==> src/retransmit_request_table_defines.svh <==
// Assertion macros for the retransmit request table.
// Needs a clock named clk and a synchronous reset named rst in the including module.
`ifndef RETRANSMIT_REQUEST_TABLE_DEFINES_SVH
`define RETRANSMIT_REQUEST_TABLE_DEFINES_SVH

// Condition must hold at every clock edge outside reset
`define RRT_ASSERT_ALWAYS(lbl, cond, msg) \
  lbl: assert property (@(posedge clk) disable iff (rst) (cond)) else $error(msg);

// Consequence must hold on the clock after the antecedent
`define RRT_ASSERT_NEXT(lbl, ante, cons, msg) \
  lbl: assert property (@(posedge clk) disable iff (rst) (ante) |=> (cons)) else $error(msg);

`endif

==> src/rrt_pkg.sv <==
// Shared types and constants for the retransmit request table.
// No dependencies; imported by retransmit_request_table.
`default_nettype none

package rrt_pkg;

  localparam int TABLE_ENTRIES = 16;
  localparam int IDX_W = $clog2(TABLE_ENTRIES);
  localparam int CNT_W = $clog2(TABLE_ENTRIES + 1);

  localparam logic [31:0] FIRST_IDENT    = 32'd10000;
  localparam logic [15:0] RESET_INTERVAL = 16'd5;

  // Opcodes
  localparam logic [1:0] OP_INSERT = 2'd0;
  localparam logic [1:0] OP_REMOVE = 2'd1;
  localparam logic [1:0] OP_TICK   = 2'd2;

  // Result kinds
  localparam logic [2:0] KIND_INSERTED  = 3'd0;
  localparam logic [2:0] KIND_FULL      = 3'd1;
  localparam logic [2:0] KIND_REMOVED   = 3'd2;
  localparam logic [2:0] KIND_NOT_FOUND = 3'd3;
  localparam logic [2:0] KIND_SEND      = 3'd4;
  localparam logic [2:0] KIND_RESEND    = 3'd5;
  localparam logic [2:0] KIND_DONE      = 3'd6;

  typedef struct packed {
    logic [1:0]  opcode;
    logic [15:0] request_handle;
    logic [31:0] lookup_id;
    logic [31:0] now_time;
  } req_t;

  typedef struct packed {
    logic [2:0]  result_kind;
    logic [31:0] out_id;
    logic [15:0] out_handle;
    logic        last;
  } rsp_t;

  // One table row as held in the entry memory
  typedef struct packed {
    logic [31:0] ident;
    logic [15:0] tag;
    logic        was_sent;
    logic [31:0] sent_time;
  } entry_t;

endpackage

`default_nettype wire

==> src/retransmit_request_table.sv <==
// Retransmit request table: ordered table of outstanding requests with id issue,
// remove-by-id and timed resend scan. Depends on rrt_pkg and the assertion header.
//
// Usage:
//  - req channel (req_valid/req_ready/req): one operation per transaction. Insert
//    appends a handle and reports its new id (or table full); remove looks up an
//    id, closes the gap and returns the handle (or not found); tick walks the
//    table, giving a first send or resend per due entry and then a done item.
//  - rsp channel (rsp_valid/rsp_ready/rsp): result items, rsp.last on the final
//    item of each operation. Opcode 3 yields no items.
//  - cfg channel (cfg_valid/cfg_ready/cfg_interval): resend interval, always ready;
//    write only while the block is idle.
// Timing: one operation at a time. Insert goes straight to the FINISH state,
// which loads its result into the output register. Remove and tick read the
// entry memory one row per cycle (single registered read port), except while a
// tick scan is paused; the next request is taken the cycle after the last result
// is loaded into the output register.
// Reset: table empty, next id 10000, interval 5. The entry memory is not cleared.
// Stall: the output register holds until taken; a tick scan pauses on a due entry
// while the output register is occupied.
`default_nettype none

module retransmit_request_table (
  input  wire logic         clk,
  input  wire logic         rst,
  input  wire logic         req_valid,
  output logic              req_ready,
  input  wire rrt_pkg::req_t req,
  output logic              rsp_valid,
  input  wire logic         rsp_ready,
  output rrt_pkg::rsp_t     rsp,
  input  wire logic         cfg_valid,
  output logic              cfg_ready,
  input  wire logic [15:0]  cfg_interval
);

  import rrt_pkg::*;

  `include "retransmit_request_table_defines.svh"

  localparam logic [1:0] S_IDLE   = 2'd0;
  localparam logic [1:0] S_SCAN   = 2'd1;
  localparam logic [1:0] S_FINISH = 2'd2;

  logic [1:0]       state;
  req_t             cur;
  logic [CNT_W-1:0] count;
  logic [31:0]      next_ident;
  logic [15:0]      interval;
  logic [CNT_W-1:0] idx;
  logic             pv;
  logic [IDX_W-1:0] paddr;
  logic             found;
  logic [15:0]      found_tag;

  entry_t           mem [TABLE_ENTRIES];
  entry_t           rd_data;

  logic             slot_free;
  logic             more;
  logic [31:0]      age;
  logic             due;
  logic             is_tick;
  logic             is_remove;
  logic             emit;
  logic             adv;
  logic             rd_en;
  logic [IDX_W-1:0] rd_addr;
  logic             match;
  logic             full;
  logic             fin_go;
  logic             shift_we;
  logic             mem_we;
  logic [IDX_W-1:0] wr_addr;
  entry_t           mem_wd;
  logic             load;
  rsp_t             rsp_next;

  assign req_ready = (state == S_IDLE);
  assign cfg_ready = 1'b1;

  // Scan datapath
  assign slot_free = !rsp_valid || rsp_ready;
  assign more      = idx < count;
  assign is_tick   = (cur.opcode == OP_TICK);
  assign is_remove = (cur.opcode == OP_REMOVE);
  assign age       = cur.now_time - rd_data.sent_time;
  assign due       = !rd_data.was_sent || (age > {16'd0, interval});
  assign emit      = (state == S_SCAN) && pv && is_tick && due;
  assign adv       = !pv || !emit || slot_free;
  assign rd_en     = (state == S_SCAN) && adv && more;
  assign rd_addr   = idx[IDX_W-1:0];
  assign match     = (state == S_SCAN) && pv && is_remove && !found
                     && (rd_data.ident == cur.lookup_id);
  assign shift_we  = (state == S_SCAN) && pv && is_remove && found;
  assign full      = (count == CNT_W'(TABLE_ENTRIES));
  assign fin_go    = (state == S_FINISH) && slot_free;

  // Memory write selection: insert append, remove shift-down, tick stamp
  always_comb begin
    mem_we  = 1'b0;
    wr_addr = paddr;
    mem_wd  = rd_data;
    if (fin_go && (cur.opcode == OP_INSERT) && !full) begin
      mem_we  = 1'b1;
      wr_addr = count[IDX_W-1:0];
      mem_wd  = '{ident: next_ident, tag: cur.request_handle,
                  was_sent: 1'b0, sent_time: 32'd0};
    end else if (shift_we) begin
      mem_we  = 1'b1;
      wr_addr = paddr - IDX_W'(1);
    end else if (emit && slot_free) begin
      mem_we            = 1'b1;
      mem_wd.was_sent   = 1'b1;
      mem_wd.sent_time  = cur.now_time;
    end
  end

  // Result item selection
  always_comb begin
    load     = (emit && slot_free) || fin_go;
    rsp_next = '{result_kind: KIND_DONE, out_id: 32'd0, out_handle: 16'd0, last: 1'b1};
    if (emit) begin
      rsp_next.result_kind = rd_data.was_sent ? KIND_RESEND : KIND_SEND;
      rsp_next.out_id      = rd_data.ident;
      rsp_next.out_handle  = rd_data.tag;
      rsp_next.last        = 1'b0;
    end else begin
      unique case (cur.opcode)
        OP_INSERT: begin
          rsp_next.result_kind = full ? KIND_FULL : KIND_INSERTED;
          rsp_next.out_id      = full ? 32'd0 : next_ident;
          rsp_next.out_handle  = cur.request_handle;
        end
        OP_REMOVE: begin
          rsp_next.result_kind = found ? KIND_REMOVED : KIND_NOT_FOUND;
          rsp_next.out_id      = cur.lookup_id;
          rsp_next.out_handle  = found ? found_tag : 16'd0;
        end
        default: begin
          rsp_next.result_kind = KIND_DONE;
        end
      endcase
    end
  end

  // Entry memory: one write port, one registered read port
  always_ff @(posedge clk) begin
    if (mem_we) begin
      mem[wr_addr] <= mem_wd;
    end
    if (rd_en) begin
      rd_data <= mem[rd_addr];
    end
  end

  // Payload registers
  always_ff @(posedge clk) begin
    if (req_valid && req_ready) begin
      cur <= req;
    end
    if (rd_en) begin
      paddr <= rd_addr;
    end
    if (match) begin
      found_tag <= rd_data.tag;
    end
    if (load) begin
      rsp <= rsp_next;
    end
  end

  // Control
  always_ff @(posedge clk) begin
    if (rst) begin
      state      <= S_IDLE;
      count      <= '0;
      next_ident <= FIRST_IDENT;
      interval   <= RESET_INTERVAL;
      idx        <= '0;
      pv         <= 1'b0;
      found      <= 1'b0;
      rsp_valid  <= 1'b0;
    end else begin
      if (cfg_valid && cfg_ready) begin
        interval <= cfg_interval;
      end

      if (load) begin
        rsp_valid <= 1'b1;
      end else if (rsp_valid && rsp_ready) begin
        rsp_valid <= 1'b0;
      end

      unique case (state)
        S_IDLE: begin
          if (req_valid) begin
            idx   <= '0;
            pv    <= 1'b0;
            found <= 1'b0;
            if (req.opcode == OP_INSERT) begin
              state <= S_FINISH;
            end else if (req.opcode == OP_REMOVE || req.opcode == OP_TICK) begin
              state <= S_SCAN;
            end
          end
        end
        S_SCAN: begin
          if (rd_en) begin
            idx <= idx + CNT_W'(1);
          end
          if (adv) begin
            pv <= rd_en;
          end
          if (match) begin
            found <= 1'b1;
          end
          if (!pv && !more) begin
            state <= S_FINISH;
          end
        end
        S_FINISH: begin
          if (slot_free) begin
            state <= S_IDLE;
            if (cur.opcode == OP_INSERT && !full) begin
              count      <= count + CNT_W'(1);
              next_ident <= next_ident + 32'd1;
            end else if (cur.opcode == OP_REMOVE && found) begin
              count <= count - CNT_W'(1);
            end
          end
        end
        default: begin
          state <= S_IDLE;
        end
      endcase
    end
  end

  // Checks
  `RRT_ASSERT_ALWAYS(a_count_bound, count <= CNT_W'(TABLE_ENTRIES), "entry count above table size")
  `RRT_ASSERT_ALWAYS(a_no_rw_clash, !(mem_we && rd_en && wr_addr == rd_addr), "write hits row being read")
  `RRT_ASSERT_NEXT(a_remove_shrinks, fin_go && is_remove && found, count == $past(count) - CNT_W'(1), "remove did not shrink table")
  `RRT_ASSERT_NEXT(a_insert_id, fin_go && cur.opcode == OP_INSERT && !full, next_ident == $past(next_ident) + 32'd1, "id counter not advanced")
  `RRT_ASSERT_ALWAYS(a_hold_on_stall, !(rsp_valid && !rsp_ready && load), "result overwritten while stalled")

endmodule

`default_nettype wire

==> config.mk <==
export PLATFORM = sky130hd
export DESIGN_NAME = retransmit_request_table
export DESIGN_NICKNAME = d
export VERILOG_FILES = /design/src/rrt_pkg.sv /design/src/retransmit_request_table.sv
export VERILOG_INCLUDE_DIRS = /design/src /design/src/src
export SDC_FILE = /design/constraint.sdc
export NUM_CORES = 1
export LEC_CHECK = 0
export ABC_CLOCK_PERIOD_IN_PS = 20100
export BUFFER_PORTS_ARGS = -buffer_cell sky130_fd_sc_hd__buf_2
export CORE_UTILIZATION = 50
export CTS_CLUSTER_SIZE = 30
export DETAILED_ROUTE_END_ITERATION = 10
export PLACE_DENSITY_LB_ADDON = 0.15
export SYNTH_ARGS = -nofsm -noshare
export SYNTH_HDL_FRONTEND = slang
export SYNTH_SLANG_ARGS = --single-unit
==> constraint.sdc <==
create_clock -name clk -period 20.1 [get_ports clk]
set_input_delay 3.015 -clock clk [delete_from_list [all_inputs] [get_ports clk]]
set_output_delay 3.015 -clock clk [all_outputs]
set_load 0.05 [all_outputs]
==> reports/results.tsv <==
stage	metric	value	unit
status	status	completed	
global_route	antenna_found_initial	1	
finish	final_common_cell	edfxtp_1	
critical_path	cp-end-kind	flop	
clock_network	cts_root_buffer	clkbuf_16	
critical_path	reg2reg_depth	22	
run	max-cap-violations	0	
critical_path	cp_max_fo	67	
placed_design	hpwlAfterDp	85900	um
global_route	met3_usage	4.02	%
routing	routedWlPerCell	28.8	um
critical_path	crit_type	reg -> reg	
finish	num_antenna_cells	0	
clock_network	clock_latency	810	ps
critical_path	worst_ep_required_time	20480	ps
pwr	ir_drop	91.1	uV
finish	area_growth	13.4	%
routing	vias	32050	
clock_network	ctsHoldBuffers	0	
routing	drt_pass1_iterations	9	
logic_synthesis	ys.flop_type	edfxtp_1	
clock_network	cts_tree	built	
sta	finalMaxSlewViolations	0	
critical_path	r2r_slack	12180	ps
floorplan	ios	158	
sta	relSlewSlack	23.6	%
global_route	use_met1	33.9	%
critical_path	cp_top_family	simple AND/OR/NAND/NOR gates	
floorplan	die_area	128000	um2
placed_design	gp_congestion	0.868	
logic_synthesis	yosys.cell_types.count	66	
floorplan	die_h	358	um
routing	drcViolationCount	0	
routing	route.antenna.remaining_nets	0	
placed_design	dp_cells	4933	
floorplan	die_w	358	um
finish	fillers	9369	
placed_design	placed_area	66300	um2
floorplan	initial_core_util	50.3	%
sta	hold_viol	0	
logic_synthesis	syn-cell-area	63200	um2
pwr	power_leakage	23.0	nW
pwr	total_power	6.95	mW
logic_synthesis	avgSynthCellArea	19.8	um2
clock_network	htreeDepth	4	
critical_path	slowest_stage	a211oi_2	
clock_network	cts-buffers-inserted	162	
finish	layout_common_cells	1,531 x edfxtp_1, 405 x mux4_2, 252 x nand2_1, 166 x clkbuf_16, 156 x buf_2	
critical_path	worstPathBufferInverterCount	2	
floorplan	fp-row-count	130	
logic_synthesis	synth-seq-area-share	74.7	%
sta	max_freq	126	MHz
logic_synthesis	synth_top_area_share	72.7	%
finish	seq_area	47300	um2
worst_hold_path	hold_class	reg -> reg	
clock_network	clkSinkCount	1594	
logic_synthesis	syn-num-nets	3349	
sta	period_minus_slack	7920	ps
global_route	use_met2	39.0	%
critical_path	worstPathCellList	ha_1 > fa_1 > nor2b_1 > o21bai_1 > a21o_1 > and2_1 > o21ai_0 > xnor2_1 > ha_1 > nand3_1 > or4_1 > nor3_1 > a31oi_1 > a2111oi_0 > nand4b_1 > or4_1 > nor4_4 > nor3_4 > buf_4 > a211oi_2 > nor2_4 > buf_4	
logic_synthesis	yosys_warnings	0	
clock_network	clockBufferDepth	3	
sta	fin_crit_sh	39.4	%
logic_synthesis	ys_async_sr_fraction	0	%
logic_synthesis	synth-edff-count	1531	
critical_path	start_kind	flop	
finish	multi_input_area	15100	um2
clock_network	post_cts_buffers	0	
logic_synthesis	synthTopCellsByArea	edfxtp_1 73%, mux4_2 14%, dfxtp_1 2.0%	
finish	drive_above_1_share	26.0	%
logic_synthesis	syn_inst	3186	
clock_network	path_clk_slew	60	ps
finish	nNetsFinal	3610	
pwr	pwr_density_cell	97.0	nW/um2
critical_path	cpPeakStageDelay	940	ps
global_route	grt_max_degree	68	
finish	final_cells	5233	
routing	drtIter0Drc	3510	
sta	finalSetupViolCount	0	
global_route	grt_pass1_vias	33121	
logic_synthesis	synth-seq-cells	1594	
routing	routed_wl	151000	um
placed_design	io_buffers	156	
sta	rsz0062_at_grt	false	
worst_hold_path	hold_path_depth	2	
finish	final_area	71700	um2
global_route	grt_usage	24.1	%
sta	tns	0	ps
global_route	grt_first_pass_wirelength	222000	um
critical_path	cp.arrival	8300	ps
sta	fin_skew	38.7	ps
sta	hold_ws	491	ps
routing	vias_per_cell	6.12	
clock_network	cts_resized	0	
floorplan	coreArea	126000	um2
global_route	top_usage_layer	met2	
logic_synthesis	yosysTopAreaCell	edfxtp_1	
global_route	grt.overflow.total	0	
critical_path	cp_num_cells	22	
sta	tightestPinTransition	1120	ps
-- path summary, 6_finish.rpt --
path	from	endpoint
setup / recovery	rd_data[0]$_DFFE_PN_	mem[6][67]$_DFFE_PP_
hold / removal	interval[2]$_SDFFE_PP1P_	interval[2]$_SDFFE_PP1P_
setup reg to reg	rd_data[0]$_DFFE_PN_	mem[6][67]$_DFFE_PP_
hold reg to reg	interval[2]$_SDFFE_PP1P_	interval[2]$_SDFFE_PP1P_
-- sequential cells by signal, summed over array words and instances, names as in the netlist --
name	flops
rsp	52
cur	82
rsp_valid	1
paddr	4
count	5
mem	1296
state	2
rd_data	81
interval	16
pv	1
idx	5
found_tag	16
next_ident	32
found	1
-- Yosys cell counts (all sizes together) (3+ instances only) --
cell,instances
a2111oi,4
a211o,5
a211oi,8
a21boi,5
a21o,17
a21oi,65
a222oi,48
a31oi,5
and2,6
and3,12
buf,52
clkbuf,100
dfxtp,63
edfxtp,1531
ha,58
inv,115
mux2i,18
mux4,405
nand2,253
nand2b,10
nand3,33
nand3b,3
nand4,19
nor2,81
nor2b,10
nor3,19
nor3b,4
nor4,15
o211ai,8
o21a,10
o21ai,43
o21bai,5
o31ai,32
or3,14
or4,3
xnor2,28
xor2,53
-- metrics by stage --
stage / utilization [%] / worst slack (ps)
floorplan: - / 7530
finish: 57.1 / 12180
CTS: 57.1 / 12180
detailed placement: 52.8 / 12180
global route: 57.1 / 11760
global placement: 52.8 / 12270
-- cell families (layout without fill, tap and decap cells) --
logic type,Yosys count,count (layout),share of synthesized area [%]
AOI/OAI and AO/OA,270,270,3.05
xor gates and xnor gates,81,81,1.12
adders and majority gates,60,60,1.21
buffers and inverters,267,664,1.62
DFF,1594,1594,74.7
muxes,424,424,14.7
other,1,1,0.00593
and+or+nand+nor,489,489,3.51
-- power breakdown --
group / internal (mW) / total (mW) / leakage, nW / switching (mW)
combinational: 0.0861 / 0.261 / 6.06 / 0.175
sequential: 3.66 / 3.68 / 14.3 / 0.0219
clock: 1.76 / 3.02 / 2.60 / 1.25
-- per-layer routing --
layer / part of all wire [%] / wire length (um) / vias up
li1: - / - / 13563
met1: 42 / 62900 / 17087
met2: 49 / 74500 / 1191
met3: 6.4 / 9600 / 209
met4: 2.4 / 3550 / 0
met5: 0 / 0 / -
-- worst min-delay path: cells and delay by family, from the launching register on --
family / cells / cell delay (ps)
flip-flops: 1 / 290
AO/OA/AOI/OAI: 1 / 80
buffers and inverters: 1 / 70
-- area by class of cell --
| class | instances | share of cell area, % |
|---|---|---|
| Clock inverter | 97 | 1.42 |
| Tap cell | 1650 | 2.88 |
| Clock buffer | 203 | 6.05 |
| Multi-Input combinational cell | 1325 | 21.1 |
| Timing Repair Buffer | 249 | 2.06 |
| Inverter | 115 | 0.609 |
| Sequential cell | 1594 | 65.9 |
No activity file was read; power rests on OpenSTA's default activity.
